===== src/pce_pkg.sv =====
package pce_pkg;

    localparam int KEY_W   = 32;
    localparam int LEN_W   = 20;
    localparam int SIZE_W  = 21;
    localparam int FREQ_W  = 32;
    localparam int TIME_W  = 40;
    localparam int TOK_W   = 32;
    localparam int BS_W    = 16;
    localparam int DECAY_W = 17;
    localparam int POL_W   = 2;
    localparam int EVC_W   = 7;
    localparam int PROD_W  = FREQ_W + DECAY_W;

    // restoring remainder steps, one per bit of the padded length
    localparam int DIV_STEPS = SIZE_W;

    localparam logic [FREQ_W-1:0] ONE_Q16 = FREQ_W'(65536);

    localparam int ADDR_W = 4;
    localparam logic [1:0] REG_CAPACITY = 2'd0;
    localparam logic [1:0] REG_BLOCK    = 2'd1;
    localparam logic [1:0] REG_POLICY   = 2'd2;
    localparam logic [1:0] REG_DECAY    = 2'd3;

    typedef struct packed {
        logic [KEY_W-1:0]  key;
        logic [SIZE_W-1:0] size;
        logic [FREQ_W-1:0] freq;
        logic [TIME_W-1:0] touch;
    } entry_t;

    typedef enum logic [3:0] {
        OP_NONE,
        OP_LOAD,
        OP_KEY_SCAN,
        OP_DIV,
        OP_ROUND,
        OP_MUL,
        OP_TOUCH,
        OP_RESIZE,
        OP_NEW,
        OP_WRITE,
        OP_VIC_SCAN,
        OP_EVICT,
        OP_OUT
    } op_t;

    typedef struct packed {
        logic has_prefix;
        logic found;
        logic free_found;
        logic vic_found;
        logic oversize;
        logic over_cap;
        logic out_busy;
    } status_t;

endpackage


===== src/pce_ctrl.sv =====
module pce_ctrl #(
    parameter int ENTRIES = 64,
    parameter int CNT_W   = 7
) (
    input  logic                clk,
    input  logic                rst_n,
    input  logic                in_valid,
    output logic                in_ready,
    input  pce_pkg::status_t    stat,
    output pce_pkg::op_t        op,
    output logic [CNT_W-1:0]    cnt
);

    typedef enum logic [4:0] {
        S_IDLE,
        S_BRANCH,
        S_KEY,
        S_DIV,
        S_ROUND,
        S_HMUL,
        S_HTOUCH,
        S_DECIDE,
        S_HWR,
        S_RESIZE,
        S_RMUL,
        S_RTOUCH,
        S_SWR,
        S_NEW,
        S_VSCAN,
        S_EVICT,
        S_ENF,
        S_OUT
    } state_t;

    state_t             state_reg;
    state_t             state_next;
    logic [CNT_W-1:0]   cnt_reg;
    logic [CNT_W-1:0]   cnt_next;
    logic               full_reg;
    logic               full_next;
    logic               scan_done;
    logic               div_done;

    assign scan_done = (cnt_reg == CNT_W'(ENTRIES));
    assign div_done  = (cnt_reg == CNT_W'(pce_pkg::DIV_STEPS - 1));

    always_comb
    begin
        state_next = state_reg;
        cnt_next   = cnt_reg;
        full_next  = full_reg;
        op         = pce_pkg::OP_NONE;
        case (state_reg)
            S_IDLE:
            begin
                if (in_valid)
                begin
                    op         = pce_pkg::OP_LOAD;
                    state_next = S_BRANCH;
                end
            end
            S_BRANCH:
            begin
                cnt_next   = '0;
                state_next = stat.has_prefix ? S_KEY : S_OUT;
            end
            S_KEY:
            begin
                op       = pce_pkg::OP_KEY_SCAN;
                cnt_next = cnt_reg + CNT_W'(1);
                if (scan_done)
                begin
                    cnt_next   = '0;
                    state_next = S_DIV;
                end
            end
            S_DIV:
            begin
                op       = pce_pkg::OP_DIV;
                cnt_next = cnt_reg + CNT_W'(1);
                if (div_done)
                begin
                    state_next = S_ROUND;
                end
            end
            S_ROUND:
            begin
                op         = pce_pkg::OP_ROUND;
                state_next = stat.found ? S_HMUL : S_DECIDE;
            end
            S_HMUL:
            begin
                op         = pce_pkg::OP_MUL;
                state_next = S_HTOUCH;
            end
            S_HTOUCH:
            begin
                op         = pce_pkg::OP_TOUCH;
                state_next = S_DECIDE;
            end
            S_DECIDE:
            begin
                if (stat.oversize)
                begin
                    state_next = stat.found ? S_HWR : S_OUT;
                end
                else if (stat.found)
                begin
                    state_next = S_RESIZE;
                end
                else if (stat.free_found)
                begin
                    state_next = S_NEW;
                end
                else
                begin
                    // every slot taken: make room first
                    full_next  = 1'b1;
                    cnt_next   = '0;
                    state_next = S_VSCAN;
                end
            end
            S_HWR:
            begin
                op         = pce_pkg::OP_WRITE;
                state_next = S_OUT;
            end
            S_RESIZE:
            begin
                op         = pce_pkg::OP_RESIZE;
                state_next = S_RMUL;
            end
            S_NEW:
            begin
                op         = pce_pkg::OP_NEW;
                state_next = S_RMUL;
            end
            S_RMUL:
            begin
                op         = pce_pkg::OP_MUL;
                state_next = S_RTOUCH;
            end
            S_RTOUCH:
            begin
                op         = pce_pkg::OP_TOUCH;
                state_next = S_SWR;
            end
            S_SWR:
            begin
                op         = pce_pkg::OP_WRITE;
                state_next = S_ENF;
            end
            S_VSCAN:
            begin
                op       = pce_pkg::OP_VIC_SCAN;
                cnt_next = cnt_reg + CNT_W'(1);
                if (scan_done)
                begin
                    if (stat.vic_found)
                    begin
                        state_next = S_EVICT;
                    end
                    else
                    begin
                        state_next = full_reg ? S_NEW : S_OUT;
                    end
                end
            end
            S_EVICT:
            begin
                op         = pce_pkg::OP_EVICT;
                state_next = full_reg ? S_NEW : S_ENF;
                full_next  = 1'b0;
            end
            S_ENF:
            begin
                if (stat.over_cap)
                begin
                    cnt_next   = '0;
                    full_next  = 1'b0;
                    state_next = S_VSCAN;
                end
                else
                begin
                    state_next = S_OUT;
                end
            end
            S_OUT:
            begin
                if (!stat.out_busy)
                begin
                    op         = pce_pkg::OP_OUT;
                    state_next = S_IDLE;
                end
            end
            default:
            begin
                state_next = S_IDLE;
            end
        endcase
    end

    always_ff @(posedge clk or negedge rst_n)
    begin
        if (!rst_n)
        begin
            state_reg <= S_IDLE;
            cnt_reg   <= '0;
            full_reg  <= 1'b0;
        end
        else
        begin
            state_reg <= state_next;
            cnt_reg   <= cnt_next;
            full_reg  <= full_next;
        end
    end

    assign in_ready = (state_reg == S_IDLE);
    assign cnt      = cnt_reg;

endmodule


===== config.mk =====
export PLATFORM = sky130hd
export DESIGN_NAME = pce_ctrl
export DESIGN_NICKNAME = d
export VERILOG_FILES = /design/src/pce_pkg.sv /design/src/pce_ctrl.sv
export SDC_FILE = /design/constraint.sdc
export NUM_CORES = 1
export LEC_CHECK = 0
export BUFFER_PORTS_ARGS = -buffer_cell sky130_fd_sc_hd__buf_2
export CAP_MARGIN = 10
export CORE_UTILIZATION = 40
export DETAILED_ROUTE_END_ITERATION = 10
export GPL_TIMING_DRIVEN = 0
export PLACE_DENSITY = 0.66
export SLEW_MARGIN = 20
export SYNTH_ARGS = -nofsm -noshare
export SYNTH_HDL_FRONTEND = slang
export SYNTH_SLANG_ARGS = --single-unit
export TNS_END_PERCENT = 1

===== constraint.sdc =====
create_clock -name clk -period 1.7 [get_ports clk]
set_input_delay 0.34 -clock clk [delete_from_list [all_inputs] [get_ports clk]]
set_output_delay 0.34 -clock clk [all_outputs]
set_load 0.1 [all_outputs]

* Word level (Yosys, flattened, before mapping)
Cells that the tools add are included.
** Operators by class
- Equal/unequal tests :: 28
- Reductions and logical operators :: 11
- Add/subtract/negate cells :: 1
- Multiplexer cells :: 30
** Operators with widths (number)
- 5-bit case mux with 17 select lines :: 1
- 5-bit two-way mux :: 12
- 4-bit case mux with 12 select lines :: 1
- 5-bit by 4-bit equality test with 1-bit output (second input constant) :: 8
- 7-bit two-way mux :: 5
- 7-bit case mux with 5 select lines :: 1
- 5-bit by 3-bit equality test with 1-bit output (second input constant) :: 4
- 2-bit inequality test (second input constant) :: 9
- 5-bit AND reduction :: 3
- 5-bit by 2-bit equality test with 1-bit output (second input constant) :: 2
- 5-bit equality test (second input constant) :: 2
- 2-bit OR reduction :: 5
- 7-bit by 1-bit adder with 7-bit output (second input constant) :: 1
- 7-bit by 5-bit equality test with 1-bit output (second input constant) :: 1
- 7-bit equality test (second input constant) :: 1
- 5-bit by 1-bit equality test with 1-bit output (second input constant) :: 1
- 5-bit logical NOT :: 1
- 1-bit two-way mux :: 5
- 5-bit nonzero test :: 1
- 2-bit two-way mux :: 2
- 4-bit two-way mux :: 1
- 3-bit two-way mux :: 1
- 1-bit case mux with 3 select lines :: 1
- 3-bit nonzero test :: 1
** Storage, ports and cells
- Register bits :: 13
- Output and inout bits :: 12
- Input bits :: 10

* Depth between registers and ports, before layout
Gate-level depths: netlist of run 1.
- Word-level depth :: 4
- Gate-level depth with buffers :: 7

* Least setup slack after synthesis of run 1
Ideal clock, no wire load.
- Path type :: reg2out
- From :: reg state_reg[3]
- To :: out op[1]
- Path slack :: -4224 ps
- Data required time :: 1360 ps
- Path buffers :: 2
- Arrival :: 5584 ps
- Cell stages (with the launch flop) :: 5
- Cells stage by stage :: dfrtp_1 > buf_2 > buf_1 > a21oi_1 > a2111oi_0
** Between the ends
- Word-level cells in the longest chain between the ends :: 3
- Elaborated cells between the ends (all ways) :: 19
- Those cells by class :: eq/ne: 14; mux: 1; reduce/logical: 4
** Ends and longest elaborated chain
- from (decl) :: line pce_ctrl.sv:35 : state_t state_reg;
- from (signal assigned) :: line pce_ctrl.sv:213 : state_reg <= state_next;
- 5-bit by 4-bit equality test with 1-bit output or 5-bit by 3-bit equality test with 1-bit output (tied branches) :: line pce_ctrl.sv:53 : case (state_reg)
- 2-bit OR reduction (no line)
- 4-bit case mux with 12 select lines (*) :: line pce_ctrl.sv:53
- to (decl) :: line pce_ctrl.sv:10 : output pce_pkg::op_t op,
Mark *: on every way between the ends. The rest lies on a longest branch, timed or not.

* Final worst setup path of run 1
- From :: reg state_reg[2]
- To :: out op[2]
Same word-level chain as after synthesis.

==> summary.txt, run 1 <==
Status
  – Status: finished, violations left
  – Failing checks: DRC, setup timing

Yosys
  – Post-synthesis sequential area ratio: 26.3%
  – Synth async-reset ratio: 100%
  – Synth warn: 0
  – Ys flop type: dfrtp_1
  – Count leader, synth: nor2_1
  – #FFs+latches synth: 13
  – Synth area leader: dfrtp_1
  – Post-Syn Area: 1240 um2
  – Synth area leaders: dfrtp_1, o21ai_0, nor2_1, nand2_1, nor3_1
  – Top cell type's share of synthesized area: a little over a quarter
  – Top cells by count, synth: nor2_1, o21ai_0, nand2_1
  – Synthesized net count: 178
  – Mean Syn Cell Area: 7.45 um2
  – Post-synthesis cell type count: 52
  – EDFF count, synth: 0
  – Post-Syn Instances: about 170

Detailed routing
  – DRC: 1
  – Number of routed nets with antenna violations: 0
  – Vias: about 1400
  – DRT iter0 DRCs: 76
  – Detailed Routing Iterations Pass 1: 7
  – DRT Wirelength: 3830 um
  – WL/cell: 16.6 um
  – Vias/cell: 6.21

Clock tree
  – CTS root buffer: clkbuf_4
  – Clock latency on the worst-skew pair: ~0.27 ns
  – Clock-pin slew on the worst setup and hold paths: 0.07 ns
  – Number of buffers on the longest clock path: 2
  – TritonCTS clock tree: built
  – Clock H-tree levels: 1
  – Clock Sinks: 13
  – Cts bufs inserted: 3

Job
  – Max-cap violations: 0

Timing
  – Tcrit/Tclk final: 130%
  – Max Fclk: roughly 450 MHz
  – Min Clock Period, post-route: approximately 2.2 ns
  – Final Max Tran Viols: 0
  – Min Hold Slack: 0.476 ns
  – Final Hold Viols: 0
  – Skew final: 0.000417 ns
  – Setup ws final: -0.515 ns
  – Normalized max-slew margin: 54.6%
  – RSZ-0062 raised after global routing: yes
  – Worst Tran Pin Value: about 0.66 ns
  – Final setup vio count: 18

Global route
  – GRT Util Overall: roughly 26%
  – First-pass GRT wire length: 6510 um
  – Largest net degree at the start of global routing: 14
  – Initial antenna violation count: 0
  – Grt ovf: 0
  – Vias in the first global route: between 1000 and 1500

Floorplan
  – Row Count: 19
  – Die ar.: roughly 3300 um2
  – Initial Util: 43.3%
  – Core ar.: about 2900 um2
  – Ports: 22
  – Die height: 57.6 um
  – Die Width: 57.6 um

Finish
  – Max reg flops: 7
  – Layout cells sized above 1: 37.5%
  – Nets: 213
  – Design area: 1750 um2
  – ANT cells: 0
  – Fill count: 263
  – Area Growth Syn to Fin: 41.5%

Setup path
  – Required @ worst endpoint: 1.36 ns
  – CP Launch Type: flop
  – CP Data Arrival Time: 1.88 ns
  – Worst-path fanout max: 5
  – Setup CP Type: reg2out
  – Crit path capture type: output port

Worst hold path
  – Hold crit path type: in2async

Place
  – HPWL Detailed: around 2900 um
  – GP Congestion: 0.992
  – Port bufs: 21
  – Placed Instance Area: 1490 um2
-- stage by stage --
| stage | cells | utilization [%] | setup TNS, ns | setup slack, ns |
|---|---|---|---|---|
| 6_report | 231 | 61.3 | -4.45 | -0.515 |
| 5_1_grt | 231 | 61.3 | -6.35 | -0.602 |
| 4_1_cts | 229 | 59.3 | -4.57 | -0.588 |
| 3_5_place_dp | 218 | 52.4 | -4.69 | -0.682 |
| 3_3_place_gp | 218 | 52.4 | -4.07 | -0.664 |
| 2_1_floorplan | 166 | - | -4.96 | -0.509 |
-- routing by layer --
metal,part of all wire (%),global-route usage (%)
met1,44,35.6
met2,46,40.0
met3,8.2,6.35
met4,2.1,7.32
met5,0,0
-- worst paths after layout --
check | from | to | slack [ns] | cells past startpoint
max in group asynchronous | rst_n | cnt[0] | 0.98 | 2
worst max-delay path | state_reg[2] | op[2] | -0.52 | 6
worst min-delay path | rst_n | full_reg | 0.48 | 2
min in group clk | stat[4] | full_reg | 0.50 | 4
worst min register to register | cnt[0] | cnt[0] | 0.52 | 1
worst max register to register | state_reg[4] | state_reg[1] | -0.30 | 7
-- repair_timing --
item | 4_1_cts | 5_1_grt
setup endpoints to repair | 18 | 18
gates cloned | 0 | 0
pin swaps | 6 | 3
buffers inserted | 6 | 2
gates resized for setup | 32 | 17
hold buffers | 1 | 0
endpoints found under the hold margin | 13 | 0
-- layout make-up --
class                   count  area (um2)  area share, %
flip-flops and latches     13         329           18.8
multi-input cells         132         955           54.6
well taps                  31        38.8           2.22
plain buffers              10         118           6.72
inverters                  11        46.3           2.65
repair buffers             30         236           13.5
clock buffers               4        26.3           1.50
-- placed cells by master, fill, tap and decap left out, drive strengths merged, types with 2 or more instances in the layout --
master and count:
nand3 5, or3 3, ha 2, a311oi 2, nor3 9, and2 2, nor2 20, buf 37
nor4 3, a221oi 2, o21ai 19, a2111oi 4, inv 11, nor3b 2, nor2b 6, o21a 2
nand2b 4, nand3b 2, a21oi 6, a31oi 5, clkbuf 6, dfrtp 13, or4 2, nand2 14
-- logic make-up (layout without fill, tap and decap cells) --
kind of cell | Yosys count | after routing | share of synthesized area, %
multiplexers | 2 | 2 | 2.02
buffers and inverters | 21 | 55 | 7.49
AO/OA/AOI/OAI | 50 | 50 | 27.6
adder cells (fa/ha/maj) | 3 | 3 | 2.83
XOR/XNOR | 2 | 2 | 1.42
AND/OR/NAND/NOR | 75 | 75 | 32.3
flip-flops | 13 | 13 | 26.3
-- critical path: stages, from the launching register on --
cell and delay [ns]:
dfrtp_1 0.39, buf_6 0.14, or4_4 0.52, a21oi_2 0.14, a31oi_2 0.06, o32ai_4 0.14, buf_12 0.21
Power of run 1 is not shown: default switching activity piles up to over one toggle a cycle in this logic, so the estimate is an artifact.
==> inputs of run 2 (changes only) <==
ABC_AREA = 1   (was not set)
PLACE_DENSITY = 0.65   (was 0.66)
SKIP_CTS_REPAIR_TIMING = 1   (was not set)
==> summary.txt, run 2 <==
Global route
  – Initial antenna violation count: 0 (unchanged)
  – Largest net degree at the start of global routing: 14 (unchanged)
  – Grt ovf: 0 (unchanged)
  – Vias in the first global route: 1194 (-12%)
  – GRT Util Overall: 20.7% (-5.1 points)
  – First-pass GRT wire length: 5470 um (-16%)

Yosys
  – #FFs+latches synth: 13 (unchanged)
  – Mux contribution to synthesized area: 0% (-2.0 points)
  – Top cells by count, synth: nand2_1, nor2_1, inv_1
  – Post-synthesis sequential area ratio: 24.9% (-1.5 points)
  – Post-synthesis cell type count: 27 (-48%)
  – Post-Syn Area: 1310 um2 (+5.9%)
  – Largest family of logic cells by synthesized area: simple AND/OR/NAND/NOR gates
  – Ys flop type: dfrtp_1
  – Synth Area in XOR/XNOR: 1.34% (-0.079 points)
  – Synth area leaders: dfrtp_1, nand2_1, nor2_1, nand3_1, inv_1
  – Synth Area in Compound Gates: 5.16% (-22 points)
  – Top cell type's share of synthesized area: 24.9% (-1.5 points)
  – Synth async-reset ratio: 100% (unchanged)
  – Synth area leader: dfrtp_1
  – Post-Syn Instances: 225 (+36%)
  – Count leader, synth: nand2_1
  – Mean Syn Cell Area: 5.82 um2 (-22%)
  – Synth warn: 0 (unchanged)
  – Adder-Cell Fraction of Synth Area: 1.91% (-0.92 points)
  – Synthesized net count: 237 (+33%)
  – Synth Area in Simple Gates: 56.9% (+25 points)
  – EDFF count, synth: 0 (unchanged)

Setup path
  – Max stage delay on crit path: 0.50 ns (-0.02 ns)
  – Slowest CP cell: dfrtp_2
  – CP delay by family, top: simple AND/OR/NAND/NOR gates
  – Crit path capture type: output port
  – Required @ worst endpoint: 1.36 ns (about the same)
  – CP Data Arrival Time: 1.69 ns (-0.19 ns)
  – WP buf/inv: 1 (-1)
  – Worst path most repeated cell: nor2_4
  – Worst-path cell chain: nor2_4, nand2_1, nor2_4, nor2_1, o311ai_4, buf_12
  – Setup CP Type: reg2out
  – Worst-path fanout max: 7 (+2)
  – CP Launch Type: flop

Detailed routing
  – Vias: 1540 (+7.3%)
  – WL/cell: 12.5 um (-25%)
  – DRT iter0 DRCs: 76 (unchanged)
  – DRC: 0 (-1)
  – Detailed Routing Iterations Pass 1: 4 (-3)
  – Vias/cell: 5.02 (-19%)
  – Number of routed nets with antenna violations: 0 (unchanged)
  – DRT Wirelength: 3830 um (-0.10%)

Timing
  – Max Fclk: 493 MHz (+9.2%)
  – Worst Tran Pin Value: 0.485 ns (-0.179 ns)
  – Min Hold Slack: 0.418 ns (-0.0580 ns)
  – Final Hold Viols: 0 (unchanged)
  – Final Max Tran Viols: 0 (unchanged)
  – Final setup vio count: 5 (-13)
  – Setup ws final: -0.328 ns (+0.187 ns)
  – RSZ-0062 raised after global routing: yes
  – Skew final: 0.00791 ns (+0.00749 ns)
  – Min Clock Period, post-route: 2.03 ns (-0.187 ns)
  – Normalized max-slew margin: 67.9% (+13 points)
  – Tcrit/Tclk final: 119% (-11 points)

Clock tree
  – Clock latency on the worst-skew pair: 0.28 ns (about the same)
  – Clock-pin slew on the worst setup and hold paths: 0.08 ns (about the same)
  – Clock H-tree levels: 1 (unchanged)
  – CTS root buffer: clkbuf_4
  – Number of buffers on the longest clock path: 2 (unchanged)
  – Cts bufs inserted: 3 (unchanged)
  – TritonCTS clock tree: built
  – Clock Sinks: 13 (unchanged)

Floorplan
  – Core ar.: 3080 um2 (+7.9%)
  – Die height: 59.2 um (+2.8%)
  – Die Width: 59.2 um (+2.8%)
  – Initial Util: 42.5% (-0.81 points)
  – Die ar.: 3500 um2 (+5.7%)
  – Ports: 22 (unchanged)
  – Row Count: 20 (+1)

Finish
  – Highest-count cells in the layout ignoring fill and taps: nand2_1, nor2_1, inv_1
  – ANT cells: 0 (unchanged)
  – Fill count: 284 (+8.0%)
  – Nets: 276 (+30%)
  – Max reg flops: 7 (unchanged)
  – Register area: 333 um2 (+1.1%)
  – Area Growth Syn to Fin: 46.5%
  – Multi-input combinational cell area: 1060 um2 (+11%)
  – Commonest non-fill, non-tap cell in the layout: nand2_1
  – Layout cells sized above 1: 36.9% (-0.62 points)

Place
  – GP Congestion: 0.890 (-10%)
  – HPWL Detailed: 2690 um (-6.5%)
  – Port bufs: 21 (unchanged)
  – DP Worst Slack: -0.485 ns (+0.197 ns)

Power
  – Pwr dens: 1850 nW/um2
  – P_leak: 1.08 nW
  – VDD IR max: 1310 uV

Status
  – Failing checks: setup timing
  – Status: finished, violations left

Worst hold path
  – Hold crit path type: in2reg

Job
  – Max-cap violations: 0 (unchanged)
[run 2: changes by cell type in the layout (fill, tap and decap cells not counted), moves of 10 or more]
cell | previous run | this run
inv_1 | 8 | 20
nand2_1 | 13 | 71
nand3_1 | 5 | 17
nor2_1 | 15 | 28
nor2_4 | 2 | 15
o21ai_0 | 12 | 2
[run 2: worst paths after layout]
| kind | slack, ns | cells after the start | from | to |
|---|---|---|---|---|
| max reg2reg | 0.13 | 9 | state_reg[0] | state_reg[4] |
| max in group asynchronous | 0.97 | 2 | rst_n | state_reg[1] |
| min reg2reg | 0.53 | 2 | cnt[0] | cnt[0] |
| min in group asynchronous | 0.47 | 2 | rst_n | cnt[5] |
| max | -0.33 | 6 | state_reg[0] | op[3] |
| min | 0.42 | 3 | stat[0] | state_reg[4] |
[run 2: area by class of cell]
cell class / count / area share [%]
inverter: 28 / 6.40
multi-input combinational: 181 / 55.4
buffer: 3 / 1.63
timing repair buffer: 34 / 15.0
tap: 44 / 2.87
clock buffer: 4 / 1.37
sequential: 13 / 17.4
[run 2: through the flow]
stage	TNS, ns	util [%]	instance area [um2]	power (mW)	cells
2_1_floorplan	-2.27	-	1370	2.24	225
3_5_place_dp	-1.70	49.6	1530	2.60	290
5_1_grt	-1.66	62.3	1920	3.75	307
6_report	-1.40	62.3	1920	3.54	307
3_3_place_gp	-1.74	49.6	1530	2.60	290
4_1_cts	-3.27	50.4	1550	2.80	294
[run 2: layer usage]
metal	track usage (%)	up-vias	share of wire, %
met3	4.59	8	4.7
met4	3.06	0	1.5
met2	28.4	46	45
li1	-	783	-
met1	32.9	703	48
met5	0	-	0
[run 2: report_power, final]
part	internal (mW)	total (mW)	leakage [nW]	switching [mW]
logic	0.928	2.78	0.902	1.85
clock network	0.0911	0.194	0.0150	0.103
registers	0.402	0.566	0.165	0.164
[run 2: worst reg2reg max path: stages (launching register included)]
cell     delay [ns]
dfrtp_2        0.50
nor2_4         0.21
buf_4          0.14
nand2_2        0.05
nor2_4         0.12
nand2_1        0.09
nand3_1        0.13
nor2_4         0.06
nand2_1        0.09
nand2_1        0.05
[run 2: cell families (layout without fill, tap and decap cells)]
logic type / after synthesis / in the layout
AOI/OAI and AO/OA: 11 / 11
DFF: 13 / 13
and+or+nand+nor: 166 / 166
buffers and inverters: 31 / 69
xor gates and xnor gates: 2 / 2
adders and majority gates: 2 / 2
No activity file was read; power rests on OpenSTA's default activity.
